`config.mk`:
```
export PLATFORM = sky130hd
export DESIGN_NAME = uart_fifo_register_device
export DESIGN_NICKNAME = d
export VERILOG_FILES = /design/src/hw/rtl/ufrd_pkg.sv /design/src/hw/rtl/ufrd_ctrl.sv /design/src/hw/rtl/ufrd_dp.sv /design/src/hw/rtl/uart_fifo_register_device.sv
export SDC_FILE = /design/constraint.sdc
export NUM_CORES = 1
export LEC_CHECK = 0
export BUFFER_PORTS_ARGS = -buffer_cell sky130_fd_sc_hd__buf_2
export CAP_MARGIN = 20
export CORE_MARGIN = 3
export CORE_UTILIZATION = 45
export DETAILED_ROUTE_END_ITERATION = 10
export PLACE_DENSITY_LB_ADDON = 0.15
export SYNTH_ARGS = -nofsm -noshare
export SYNTH_HDL_FRONTEND = slang
export SYNTH_SLANG_ARGS = --single-unit
```
`constraint.sdc`:
```
create_clock -name clk -period 13.8 [get_ports clk]
set_clock_uncertainty 0.1 [all_clocks]
set_input_delay 1.38 -clock clk [delete_from_list [all_inputs] [get_ports clk]]
set_output_delay 1.38 -clock clk [all_outputs]
set_load 0.03 [all_outputs]
```
`src/hw/rtl/ufrd_pkg.sv`:
```
// Package for the UART FIFO register device: sizes, codes, state type and
// the command/status structs between controller and datapath. No dependencies.
package ufrd_pkg;

	localparam int FIFO_DEPTH   = 16;
	localparam int PTR_W        = $clog2(FIFO_DEPTH);
	localparam int FILL_W       = $clog2(FIFO_DEPTH + 1);
	localparam int DATA_W       = 64;
	localparam int IRQ_LINES    = 32;
	localparam int IRQ_W        = 5;
	localparam logic [DATA_W-1:0] DEFAULT_BAUD = DATA_W'(115200);

	localparam logic [2:0] KIND_READ  = 3'd0;
	localparam logic [2:0] KIND_WRITE = 3'd1;
	localparam logic [2:0] KIND_RECV  = 3'd2;
	localparam logic [2:0] KIND_TICK  = 3'd3;
	localparam logic [2:0] KIND_SRST  = 3'd4;

	localparam logic [2:0] SEL_RXDATA  = 3'd0;
	localparam logic [2:0] SEL_TXDATA  = 3'd1;
	localparam logic [2:0] SEL_STATUS  = 3'd2;
	localparam logic [2:0] SEL_CONTROL = 3'd3;
	localparam logic [2:0] SEL_BAUD    = 3'd4;
	localparam logic [2:0] SEL_IRQ     = 3'd5;

	localparam logic [3:0] BYTES_DATA = 4'd1;
	localparam logic [3:0] BYTES_REG  = 4'd8;

	localparam logic [1:0] RK_ACCESS = 2'd0;
	localparam logic [1:0] RK_TX     = 2'd1;
	localparam logic [1:0] RK_TICK   = 2'd2;

	localparam int CTL_EN   = 0;
	localparam int CTL_RXIE = 1;
	localparam int CTL_TXIE = 2;
	localparam int ERR_RX   = 0;
	localparam int ERR_TX   = 1;
	localparam int PND_RX   = 0;
	localparam int PND_TX   = 1;

	localparam logic [7:0] CFG_IRQ_LINE = 8'd0;
	localparam logic [7:0] CFG_TX_SINK  = 8'd1;

	typedef enum logic [2:0] {
		S_IDLE,
		S_EXEC,
		S_TX_POP,
		S_TICK_END,
		S_OUT
	} state_t;

	typedef struct packed {
		logic capture;
		logic exec;
		logic tx_pop;
		logic tick_end;
	} cmd_t;

	typedef struct packed {
		logic drain_go;
		logic tick_go;
		logic last;
		logic tx_more;
	} sts_t;

	function automatic logic [PTR_W-1:0] ptr_next(input logic [PTR_W-1:0] p);
		return (p == PTR_W'(FIFO_DEPTH - 1)) ? '0 : p + 1'b1;
	endfunction

endpackage

```
`src/hw/rtl/ufrd_ctrl.sv`:
```
// Controller state machine for the UART FIFO register device.
// Depends on ufrd_pkg; drives commands to ufrd_dp and reads its status.
module ufrd_ctrl (
	input  logic            clk,
	input  logic            arst_n,
	input  logic            in_valid,
	output logic            in_stall,
	output logic            out_valid,
	input  logic            out_stall,
	input  ufrd_pkg::sts_t  sts,
	output ufrd_pkg::cmd_t  cmd
);

	ufrd_pkg::state_t state_q, state_d;

	always_ff @(posedge clk or negedge arst_n) begin
		if (!arst_n) begin
			state_q <= ufrd_pkg::S_IDLE;
		end else begin
			state_q <= state_d;
		end
	end

	always_comb begin
		state_d = state_q;
		case (state_q)
			ufrd_pkg::S_IDLE: begin
				if (in_valid) state_d = ufrd_pkg::S_EXEC;
			end
			ufrd_pkg::S_EXEC: begin
				if (sts.drain_go) state_d = ufrd_pkg::S_TX_POP;
				else if (sts.tick_go) state_d = ufrd_pkg::S_TICK_END;
				else state_d = ufrd_pkg::S_OUT;
			end
			ufrd_pkg::S_TX_POP: state_d = ufrd_pkg::S_OUT;
			ufrd_pkg::S_TICK_END: state_d = ufrd_pkg::S_OUT;
			ufrd_pkg::S_OUT: begin
				if (!out_stall) begin
					if (sts.last) state_d = ufrd_pkg::S_IDLE;
					else if (sts.tx_more) state_d = ufrd_pkg::S_TX_POP;
					else state_d = ufrd_pkg::S_TICK_END;
				end
			end
			default: state_d = ufrd_pkg::S_IDLE;
		endcase
	end

	always_comb begin
		in_stall     = (state_q != ufrd_pkg::S_IDLE);
		out_valid    = (state_q == ufrd_pkg::S_OUT);
		cmd.capture  = (state_q == ufrd_pkg::S_IDLE) && in_valid;
		cmd.exec     = (state_q == ufrd_pkg::S_EXEC) && !sts.drain_go && !sts.tick_go;
		cmd.tx_pop   = (state_q == ufrd_pkg::S_TX_POP);
		cmd.tick_end = (state_q == ufrd_pkg::S_TICK_END);
	end

	a_pop_shows: assert property (@(posedge clk) disable iff (!arst_n)
		cmd.tx_pop |=> out_valid)
		else $error("transmit pop not followed by a result");

	a_one_item: assert property (@(posedge clk) disable iff (!arst_n)
		out_valid |-> in_stall)
		else $error("input open while a result is pending");

	a_out_hold: assert property (@(posedge clk) disable iff (!arst_n)
		out_valid && out_stall |=> out_valid)
		else $error("stalled result dropped");

endmodule

```
`src/hw/rtl/ufrd_dp.sv`:
```
// Datapath of the UART FIFO register device: item capture, RX/TX byte FIFOs,
// control/status registers and the result register. Depends on ufrd_pkg.
module ufrd_dp (
	input  logic                          clk,
	input  logic                          arst_n,
	input  ufrd_pkg::cmd_t                cmd,
	output ufrd_pkg::sts_t                sts,
	input  logic [2:0]                    kind,
	input  logic [2:0]                    reg_select,
	input  logic [3:0]                    access_bytes,
	input  logic [ufrd_pkg::DATA_W-1:0]   data_in,
	input  logic [7:0]                    tick_count,
	input  logic                          cfg_we,
	input  logic [7:0]                    cfg_index,
	input  logic [ufrd_pkg::DATA_W-1:0]   cfg_data,
	output logic [1:0]                    result_kind,
	output logic                          ok,
	output logic [ufrd_pkg::DATA_W-1:0]   read_data,
	output logic [7:0]                    tx_data,
	output logic                          irq_raise,
	output logic [ufrd_pkg::IRQ_W-1:0]    irq_number,
	output logic                          last
);

	logic [2:0]                  kind_q, sel_q;
	logic [3:0]                  bytes_q;
	logic [ufrd_pkg::DATA_W-1:0] data_q;
	logic [7:0]                  ticks_q;

	logic [7:0] rx_mem [ufrd_pkg::FIFO_DEPTH];
	logic [7:0] tx_mem [ufrd_pkg::FIFO_DEPTH];
	logic [7:0] rx_rdata_q, tx_rdata_q;
	logic       rx_push, tx_push;

	logic [ufrd_pkg::PTR_W-1:0]  rx_rd_q, rx_wr_q, tx_rd_q, tx_wr_q;
	logic [ufrd_pkg::PTR_W-1:0]  rx_rd_d, rx_wr_d, tx_rd_d, tx_wr_d;
	logic [ufrd_pkg::FILL_W-1:0] rx_fill_q, tx_fill_q, rx_fill_d, tx_fill_d;
	logic [2:0]                  ctrl_q, ctrl_d;
	logic [ufrd_pkg::DATA_W-1:0] baud_q, baud_d;
	logic [1:0]                  err_q, err_d, pend_q, pend_d, pend_tick;

	logic [ufrd_pkg::IRQ_W-1:0]  irq_line_q;
	logic                        sink_q;

	logic [1:0]                  res_kind_q, res_kind_d;
	logic                        res_ok_q, res_ok_d;
	logic [ufrd_pkg::DATA_W-1:0] res_rdata_q, res_rdata_d;
	logic [7:0]                  res_tx_q, res_tx_d;
	logic                        res_raise_q, res_raise_d;
	logic [ufrd_pkg::IRQ_W-1:0]  res_irqn_q, res_irqn_d;
	logic                        res_last_q, res_last_d;

	logic                        en, rx_full, tx_full, raise;
	logic [ufrd_pkg::DATA_W-1:0] status_word;

	assign en      = ctrl_q[ufrd_pkg::CTL_EN];
	assign rx_full = (rx_fill_q >= ufrd_pkg::FILL_W'(ufrd_pkg::FIFO_DEPTH));
	assign tx_full = (tx_fill_q >= ufrd_pkg::FILL_W'(ufrd_pkg::FIFO_DEPTH));
	assign status_word = {{(ufrd_pkg::DATA_W - 5){1'b0}}, err_q, (tx_fill_q == '0),
		en && !tx_full, (rx_fill_q != '0)};
	assign pend_tick = {pend_q[ufrd_pkg::PND_TX],
		pend_q[ufrd_pkg::PND_RX] | (en && (rx_fill_q != '0))};
	assign raise = en && ((pend_tick & {ctrl_q[ufrd_pkg::CTL_TXIE],
		ctrl_q[ufrd_pkg::CTL_RXIE]}) != 2'b00);

	assign sts.drain_go = (kind_q == ufrd_pkg::KIND_TICK) && (ticks_q != '0) && en
		&& sink_q && (tx_fill_q != '0);
	assign sts.tick_go  = (kind_q == ufrd_pkg::KIND_TICK) && (ticks_q != '0)
		&& !sts.drain_go;
	assign sts.last     = res_last_q;
	assign sts.tx_more  = (tx_fill_q != '0);

	always_ff @(posedge clk) begin
		if (cmd.capture) begin
			kind_q  <= kind;
			sel_q   <= reg_select;
			bytes_q <= access_bytes;
			data_q  <= data_in;
			ticks_q <= tick_count;
		end
	end

	always_ff @(posedge clk) begin
		if (rx_push) rx_mem[rx_wr_q] <= data_q[7:0];
		rx_rdata_q <= rx_mem[rx_rd_q];
	end

	always_ff @(posedge clk) begin
		if (tx_push) tx_mem[tx_wr_q] <= data_q[7:0];
		tx_rdata_q <= tx_mem[tx_rd_q];
	end

	always_comb begin
		rx_rd_d = rx_rd_q;   rx_wr_d = rx_wr_q;   rx_fill_d = rx_fill_q;
		tx_rd_d = tx_rd_q;   tx_wr_d = tx_wr_q;   tx_fill_d = tx_fill_q;
		ctrl_d = ctrl_q;     baud_d = baud_q;     err_d = err_q;   pend_d = pend_q;
		rx_push = 1'b0;      tx_push = 1'b0;
		res_kind_d = res_kind_q;   res_ok_d = res_ok_q;       res_rdata_d = res_rdata_q;
		res_tx_d = res_tx_q;       res_raise_d = res_raise_q; res_irqn_d = res_irqn_q;
		res_last_d = res_last_q;

		if (cmd.exec) begin
			res_kind_d  = ufrd_pkg::RK_ACCESS;
			res_ok_d    = 1'b0;
			res_rdata_d = '0;
			res_tx_d    = '0;
			res_raise_d = 1'b0;
			res_irqn_d  = '0;
			res_last_d  = 1'b1;
			case (kind_q)
				ufrd_pkg::KIND_READ: begin
					if (sel_q == ufrd_pkg::SEL_RXDATA && bytes_q == ufrd_pkg::BYTES_DATA) begin
						res_ok_d = 1'b1;
						if (rx_fill_q != '0) begin
							res_rdata_d = ufrd_pkg::DATA_W'(rx_rdata_q);
							rx_rd_d     = ufrd_pkg::ptr_next(rx_rd_q);
							rx_fill_d   = rx_fill_q - 1'b1;
							if (rx_fill_q == ufrd_pkg::FILL_W'(1)) pend_d[ufrd_pkg::PND_RX] = 1'b0;
						end
					end else if (bytes_q == ufrd_pkg::BYTES_REG) begin
						case (sel_q)
							ufrd_pkg::SEL_STATUS: begin
								res_ok_d = 1'b1;  res_rdata_d = status_word;
							end
							ufrd_pkg::SEL_CONTROL: begin
								res_ok_d = 1'b1;  res_rdata_d = ufrd_pkg::DATA_W'(ctrl_q);
							end
							ufrd_pkg::SEL_BAUD: begin
								res_ok_d = 1'b1;  res_rdata_d = baud_q;
							end
							ufrd_pkg::SEL_IRQ: begin
								res_ok_d = 1'b1;  res_rdata_d = ufrd_pkg::DATA_W'(pend_q);
							end
							default: ;
						endcase
					end
				end
				ufrd_pkg::KIND_WRITE: begin
					if (sel_q == ufrd_pkg::SEL_TXDATA && bytes_q == ufrd_pkg::BYTES_DATA) begin
						res_ok_d = 1'b1;
						if (en) begin
							if (tx_full) begin
								err_d[ufrd_pkg::ERR_TX] = 1'b1;
							end else begin
								tx_push   = 1'b1;
								tx_wr_d   = ufrd_pkg::ptr_next(tx_wr_q);
								tx_fill_d = tx_fill_q + 1'b1;
								pend_d[ufrd_pkg::PND_TX] = 1'b0;
							end
						end
					end else if (bytes_q == ufrd_pkg::BYTES_REG) begin
						case (sel_q)
							ufrd_pkg::SEL_STATUS: begin
								res_ok_d = 1'b1;  err_d = err_q & ~data_q[4:3];
							end
							ufrd_pkg::SEL_CONTROL: begin
								res_ok_d = 1'b1;  ctrl_d = data_q[2:0];
							end
							ufrd_pkg::SEL_BAUD: begin
								res_ok_d = 1'b1;  baud_d = data_q;
							end
							ufrd_pkg::SEL_IRQ: begin
								res_ok_d = 1'b1;  pend_d = pend_q & ~data_q[1:0];
							end
							default: ;
						endcase
					end
				end
				ufrd_pkg::KIND_RECV: begin
					if (en) begin
						pend_d[ufrd_pkg::PND_RX] = 1'b1;
						if (rx_full) begin
							err_d[ufrd_pkg::ERR_RX] = 1'b1;
						end else begin
							res_ok_d  = 1'b1;
							rx_push   = 1'b1;
							rx_wr_d   = ufrd_pkg::ptr_next(rx_wr_q);
							rx_fill_d = rx_fill_q + 1'b1;
						end
					end
				end
				ufrd_pkg::KIND_TICK: res_kind_d = ufrd_pkg::RK_TICK;
				ufrd_pkg::KIND_SRST: begin
					res_ok_d = 1'b1;
					rx_rd_d = '0;  rx_wr_d = '0;  rx_fill_d = '0;
					tx_rd_d = '0;  tx_wr_d = '0;  tx_fill_d = '0;
					ctrl_d = '0;   baud_d = ufrd_pkg::DEFAULT_BAUD;
					err_d = '0;    pend_d = '0;
				end
				default: ;
			endcase
		end

		if (cmd.tx_pop) begin
			res_kind_d  = ufrd_pkg::RK_TX;
			res_ok_d    = 1'b0;
			res_rdata_d = '0;
			res_tx_d    = tx_rdata_q;
			res_raise_d = 1'b0;
			res_irqn_d  = '0;
			res_last_d  = 1'b0;
			tx_rd_d     = ufrd_pkg::ptr_next(tx_rd_q);
			tx_fill_d   = tx_fill_q - 1'b1;
			if (tx_fill_q == ufrd_pkg::FILL_W'(1)) pend_d[ufrd_pkg::PND_TX] = 1'b1;
		end

		if (cmd.tick_end) begin
			pend_d      = pend_tick;
			res_kind_d  = ufrd_pkg::RK_TICK;
			res_ok_d    = 1'b0;
			res_rdata_d = '0;
			res_tx_d    = '0;
			res_raise_d = raise;
			res_irqn_d  = raise ? irq_line_q : '0;
			res_last_d  = 1'b1;
		end
	end

	always_ff @(posedge clk or negedge arst_n) begin
		if (!arst_n) begin
			rx_rd_q <= '0;  rx_wr_q <= '0;  rx_fill_q <= '0;
			tx_rd_q <= '0;  tx_wr_q <= '0;  tx_fill_q <= '0;
			ctrl_q <= '0;   baud_q <= ufrd_pkg::DEFAULT_BAUD;
			err_q <= '0;    pend_q <= '0;
		end else begin
			rx_rd_q <= rx_rd_d;  rx_wr_q <= rx_wr_d;  rx_fill_q <= rx_fill_d;
			tx_rd_q <= tx_rd_d;  tx_wr_q <= tx_wr_d;  tx_fill_q <= tx_fill_d;
			ctrl_q <= ctrl_d;    baud_q <= baud_d;
			err_q <= err_d;      pend_q <= pend_d;
		end
	end

	always_ff @(posedge clk) begin
		res_kind_q  <= res_kind_d;
		res_ok_q    <= res_ok_d;
		res_rdata_q <= res_rdata_d;
		res_tx_q    <= res_tx_d;
		res_raise_q <= res_raise_d;
		res_irqn_q  <= res_irqn_d;
		res_last_q  <= res_last_d;
	end

	always_ff @(posedge clk or negedge arst_n) begin
		if (!arst_n) begin
			irq_line_q <= '0;
			sink_q     <= 1'b1;
		end else if (cfg_we) begin
			if (cfg_index == ufrd_pkg::CFG_IRQ_LINE) begin
				if ({1'b0, cfg_data[ufrd_pkg::IRQ_W-1:0]} < (ufrd_pkg::IRQ_W + 1)'(ufrd_pkg::IRQ_LINES))
					irq_line_q <= cfg_data[ufrd_pkg::IRQ_W-1:0];
			end else if (cfg_index == ufrd_pkg::CFG_TX_SINK) begin
				sink_q <= cfg_data[0];
			end
		end
	end

	assign result_kind = res_kind_q;
	assign ok          = res_ok_q;
	assign read_data   = res_rdata_q;
	assign tx_data     = res_tx_q;
	assign irq_raise   = res_raise_q;
	assign irq_number  = res_irqn_q;
	assign last        = res_last_q;

	a_rx_fill_max: assert property (@(posedge clk) disable iff (!arst_n)
		rx_fill_q <= ufrd_pkg::FILL_W'(ufrd_pkg::FIFO_DEPTH))
		else $error("rx fill beyond depth");

	a_tx_fill_max: assert property (@(posedge clk) disable iff (!arst_n)
		tx_fill_q <= ufrd_pkg::FILL_W'(ufrd_pkg::FIFO_DEPTH))
		else $error("tx fill beyond depth");

	a_rx_ptrs: assert property (@(posedge clk) disable iff (!arst_n)
		((rx_fill_q == '0) || rx_full) == (rx_wr_q == rx_rd_q))
		else $error("rx pointers disagree with fill");

	a_tx_ptrs: assert property (@(posedge clk) disable iff (!arst_n)
		((tx_fill_q == '0) || tx_full) == (tx_wr_q == tx_rd_q))
		else $error("tx pointers disagree with fill");

endmodule

```
`src/hw/rtl/uart_fifo_register_device.sv`:
```
// UART FIFO register device: top level joining ufrd_ctrl and ufrd_dp.
// Depends on ufrd_pkg, ufrd_ctrl and ufrd_dp.
//
// Input channel (in_valid/in_stall) carries one item per transaction: a bus
// read or write, a byte received from the line, a tick or a soft reset. The
// output channel (out_valid/out_stall) returns result rows; last marks the
// final row of an item. A side channel (cfg_valid/cfg_ready) writes irq_line
// (index 0) and tx_sink_attached (index 1); it is always ready.
// One item is in flight at a time: in_stall is high from acceptance until
// the item's last result transaction completes.
// The first result follows acceptance through the execute state; a tick with
// a nonzero count passes through a pop or tick-end state before it.
// A tick that drains bytes from the transmit FIFO takes, for each byte, a
// pop state through the registered FIFO read port and an output state, then
// a tick-end state and its output.
// A stall on the output holds the current result and the whole block.
// Reset empties both FIFOs, clears control, error and pending bits, loads
// the default baud value and sets irq_line to 0 and tx_sink_attached to 1.
// Soft reset does the same but keeps irq_line and tx_sink_attached.
module uart_fifo_register_device (
	input  logic                          clk,
	input  logic                          arst_n,
	input  logic                          in_valid,
	output logic                          in_stall,
	input  logic [2:0]                    kind,
	input  logic [2:0]                    reg_select,
	input  logic [3:0]                    access_bytes,
	input  logic [ufrd_pkg::DATA_W-1:0]   data_in,
	input  logic [7:0]                    tick_count,
	output logic                          out_valid,
	input  logic                          out_stall,
	output logic [1:0]                    result_kind,
	output logic                          ok,
	output logic [ufrd_pkg::DATA_W-1:0]   read_data,
	output logic [7:0]                    tx_data,
	output logic                          irq_raise,
	output logic [ufrd_pkg::IRQ_W-1:0]    irq_number,
	output logic                          last,
	input  logic                          cfg_valid,
	output logic                          cfg_ready,
	input  logic [7:0]                    cfg_index,
	input  logic [ufrd_pkg::DATA_W-1:0]   cfg_data
);

	ufrd_pkg::cmd_t cmd;
	ufrd_pkg::sts_t sts;

	assign cfg_ready = 1'b1;

	ufrd_ctrl u_ctrl (
		.clk       (clk),
		.arst_n    (arst_n),
		.in_valid  (in_valid),
		.in_stall  (in_stall),
		.out_valid (out_valid),
		.out_stall (out_stall),
		.sts       (sts),
		.cmd       (cmd)
	);

	ufrd_dp u_dp (
		.clk          (clk),
		.arst_n       (arst_n),
		.cmd          (cmd),
		.sts          (sts),
		.kind         (kind),
		.reg_select   (reg_select),
		.access_bytes (access_bytes),
		.data_in      (data_in),
		.tick_count   (tick_count),
		.cfg_we       (cfg_valid && cfg_ready),
		.cfg_index    (cfg_index),
		.cfg_data     (cfg_data),
		.result_kind  (result_kind),
		.ok           (ok),
		.read_data    (read_data),
		.tx_data      (tx_data),
		.irq_raise    (irq_raise),
		.irq_number   (irq_number),
		.last         (last)
	);

endmodule

```
==> qor.log <==
qor: power.power_leakage 9.42 nW
qor: floorplanning.row_count 78
qor: layout.most-common-layout-cells sky130_fd_sc_hd__edfxtp_1, sky130_fd_sc_hd__buf_2, sky130_fd_sc_hd__nand2_1, sky130_fd_sc_hd__dfrtp_1, sky130_fd_sc_hd__o21ai_0
qor: global_route.antenna_violations_before_repair 4
qor: sta.hold_viol_final 0
qor: min_path.min_path_cells 1
qor: cts.clock_buffer_count_from_cts 56
qor: power.peakVddDrop 0.000135 V
qor: power.power_density 188 nW/um^2
qor: cts.cts.repair.resized 0
qor: drt.length_of_the_first_detailed_routing_pass_in_iterations 5
qor: synthesis.area_leader_netlist sky130_fd_sc_hd__edfxtp_1
qor: layout.post_route_cells_drive_above_1_share 21.8%
qor: synthesis.synth_edf_count 344
qor: sta.tightestPinTransition 1.06 ns
qor: floorplanning.core-area 45800 sq um
qor: min_path.hold_path_startpoint u_dp.tx_rdata_q[2]
qor: cts.clkSlewWorstSetupHoldPaths 0.06 ns
qor: global_route.grtUsageMet2 31.4%
qor: global_route.gr-usage-met1 26.2%
qor: sta.timing.final.setup_violations 0
qor: layout.syn2layout_area_growth 16.2%
qor: synthesis.post_synth_instance_area 21000 sq um
qor: sta.min_period 3.63 ns
qor: status.outcome completed
qor: global_route.first_global_vias 12200
qor: global_route.global_route.usage.total 19.1%
qor: flow_run.max-cap-violations 0
qor: floorplanning.die_w 222 um
qor: drt.route.antenna.remaining_nets 0
qor: sta.timing.slew.headroom 29.6%
qor: floorplanning.effective_utilization_at_floorplan 45.9%
qor: setup_path.arrival 3.75 ns
qor: global_route.gr-total-overflow 0
qor: global_route.pin_count_of_the_biggest_net_entering_global_routing 115
qor: sta.grt_setup_unrepaired false
qor: global_route.grt_pass1_wl 73400 um
qor: cts.clk-insertion-delay-late 0.61 ns
qor: synthesis.syn_avg_cell_area 14.6 sq um
qor: setup_path.r2r_slack 10.17 ns
qor: drt.routed_wl 47500 um
qor: synthesis.synthesis.nets 1618
qor: setup_path.timing.rr.end u_dp.tx_mem[11][0]
qor: min_path.hold-path-endpoint u_dp.tx_data[2]
qor: cts.ctsLongestPathBuffers 3
qor: sta.sum_of_negative_setup_slack 0 ns
qor: drt.vias 12500
qor: drt.detail_route.wl_per_cell 21.0 um
qor: setup_path.criticalPathCategory flop to flop
qor: sta.fin_crit_sh 26.3%
qor: synthesis.area_share_of_the_leading_cell_type_in_the_synthesized_netlist 49.2%
qor: setup_path.cp_endpoint_kind flop
qor: cts.clock_sinks 542
qor: cts.postCtsSetupBuffers 0
qor: synthesis.post_synth_main_area_contributors sky130_fd_sc_hd__edfxtp_1, sky130_fd_sc_hd__dfrtp_1, sky130_fd_sc_hd__dfxtp_1
qor: cts.cts_max_level 2
qor: global_route.met3_usage 3.14%
qor: synthesis.async_flop_share 19.6%
qor: placement.routabilityCongestion 0.820
qor: layout.final_common_cell sky130_fd_sc_hd__edfxtp_1
qor: placement.hpwl 30200 um
qor: synthesis.synth.lib_cells_used.distinct 77
qor: placement.placement.io_buffers 183
qor: sta.worst_hold_slack 0.344 ns
qor: drt.drt_first_iter_violations 874
qor: min_path.worst_min_delay_path_category flop to flop
qor: synthesis.synth.yosys.warnings 0
qor: global_route.grt_most_used_layer met2
qor: drt.post-route-drc-count 0
qor: drt.viasPerCell 5.52
qor: floorplanning.boundaryPins 244
qor: floorplanning.die_area 49300 sq um
qor: cts.holdBufCountCts 0
qor: setup_path.worstPathMaxFanout 21
qor: setup_path.startpoint_of_the_worst_register_to_register_path u_dp.kind_q[2]
qor: synthesis.yosys_most_used_dff sky130_fd_sc_hd__edfxtp_1
qor: layout.design.final.nets 1790
qor: cts.cts_root_buffer sky130_fd_sc_hd__clkbuf_16
qor: setup_path.critPathLaunchType flop
qor: setup_path.reg2reg_depth 5
qor: cts.tritoncts yes
qor: floorplanning.floorplan.die.height 222 um
qor: sta.maxClockFrequency 276 MHz
qor: synthesis.synth_seq_cells 542
qor: synthesis.synth.yosys.seq_area_share 70.7%
qor: setup_path.critical_path_required 13.93 ns
qor: sta.slew_viol_final 0
qor: synthesis.post_synth_inst_count 1442
[logic make-up after synthesis]
group,count (synthesis),share of synthesized area [%]
adders and majority gates,17,1.01
buffers and inverters,112,2.44
AOI/OAI and AO/OA,322,10.7
other,1,0.0179
DFF,542,70.7
and+or+nand+nor,335,7.88
xor gates and xnor gates,3,0.125
muxes,110,7.19
[cell usage after synthesis, types with 9 or more instances]
library cell / instances
sky130_fd_sc_hd__o21ai_0: 95
sky130_fd_sc_hd__a21oi_1: 24
sky130_fd_sc_hd__nand2_1: 171
sky130_fd_sc_hd__edfxtp_1: 344
sky130_fd_sc_hd__buf_2: 22
sky130_fd_sc_hd__a221oi_1: 35
sky130_fd_sc_hd__a31oi_1: 9
sky130_fd_sc_hd__dfrtp_1: 101
sky130_fd_sc_hd__dfxtp_1: 92
sky130_fd_sc_hd__nand3_1: 12
sky130_fd_sc_hd__and3_1: 21
sky130_fd_sc_hd__mux2i_1: 72
sky130_fd_sc_hd__nor2_1: 30
sky130_fd_sc_hd__a22oi_1: 26
sky130_fd_sc_hd__and2_1: 22
sky130_fd_sc_hd__mux4_2: 32
sky130_fd_sc_hd__ha_1: 17
sky130_fd_sc_hd__a22o_1: 70
sky130_fd_sc_hd__nor3_1: 16
sky130_fd_sc_hd__o21ai_1: 18
sky130_fd_sc_hd__clkbuf_1: 54
sky130_fd_sc_hd__inv_1: 19
[state kept, by name, indices dropped and copies added, names as in the netlist, 4 cells and up]
name / cells
u_dp.irq_number: 5
u_dp.rx_rd_q: 4
u_dp.tx_rd_q: 4
u_dp.tx_data: 8
u_dp.bytes_q: 4
u_dp.rx_mem: 128
u_dp.ticks_q: 8
u_dp.data_q: 64
u_dp.tx_fill_q: 5
u_dp.tx_rdata_q: 8
u_dp.baud_q: 64
u_dp.rx_wr_q: 4
u_dp.rx_fill_q: 5
u_dp.tx_wr_q: 4
u_dp.rx_rdata_q: 8
u_dp.read_data: 64
u_dp.tx_mem: 128
u_dp.irq_line_q: 5
[critical path: stages (launching register included)]
cell and delay (ns):
sky130_fd_sc_hd__edfxtp_1 0.65, sky130_fd_sc_hd__or3b_2 0.63, sky130_fd_sc_hd__nor4_4 0.42, sky130_fd_sc_hd__and3_1 0.63
sky130_fd_sc_hd__nand2_1 0.15, sky130_fd_sc_hd__nor2_1 0.66
[cell type report]
cell class	count	area, sq um
Tap cell	600	751
Sequential cell	542	14800
Clock inverter	36	424
Antenna cell	2	5.00
Inverter	20	75.1
Fill cell	3751	21400
Clock buffer	70	1490
Multi-Input combinational cell	788	5700
Timing Repair Buffer	206	1110
[per-stage QoR]
step / std cells / setup WS, ns / utilization [%] / total power, mW / area [sq um]
6_report: 2264 / 10.17 / 53.3 / 4.60 / 24400
5_1_grt: 2264 / 9.92 / 53.3 / 4.83 / 24400
4_1_cts: 2260 / 10.18 / 53.2 / 4.64 / 24400
3_5_place_dp: 2154 / 10.19 / 49.0 / 3.08 / 22400
3_3_place_gp: 2154 / 10.17 / 49.0 / 3.05 / 22400
2_1_floorplan: 1442 / 8.37 / - / 2.79 / 21000
[per-layer routing]
metal	vias up	wire length, um
met4	2	1200
li1	5868	-
met1	6195	20400
met2	355	23500
met3	87	2430
met5	-	13
[worst max path at each step]
stage               cells past startpoint            endpoint           start  slack, ns
finish                                  5  u_dp.tx_mem[11][0]  u_dp.kind_q[2]      10.17
global route                            5  u_dp.tx_mem[11][3]  u_dp.kind_q[2]       9.92
CTS                                     5  u_dp.tx_mem[11][3]  u_dp.kind_q[2]      10.18
detailed placement                      5  u_dp.tx_mem[11][5]  u_dp.kind_q[2]      10.19
global placement                        5  u_dp.tx_mem[11][5]  u_dp.kind_q[2]      10.17
floorplan                               2     u_dp.bytes_q[0]        in_valid       8.37
[report_power, final]
part / switching, mW / internal (mW) / leakage, nW
Clock: 0.630 / 0.922 / 0.934
Combinational: 0.522 / 0.310 / 3.23
Sequential: 0.182 / 2.03 / 5.26
Total: 1.33 / 3.26 / 9.42
Power figures use the tool's default switching activity.
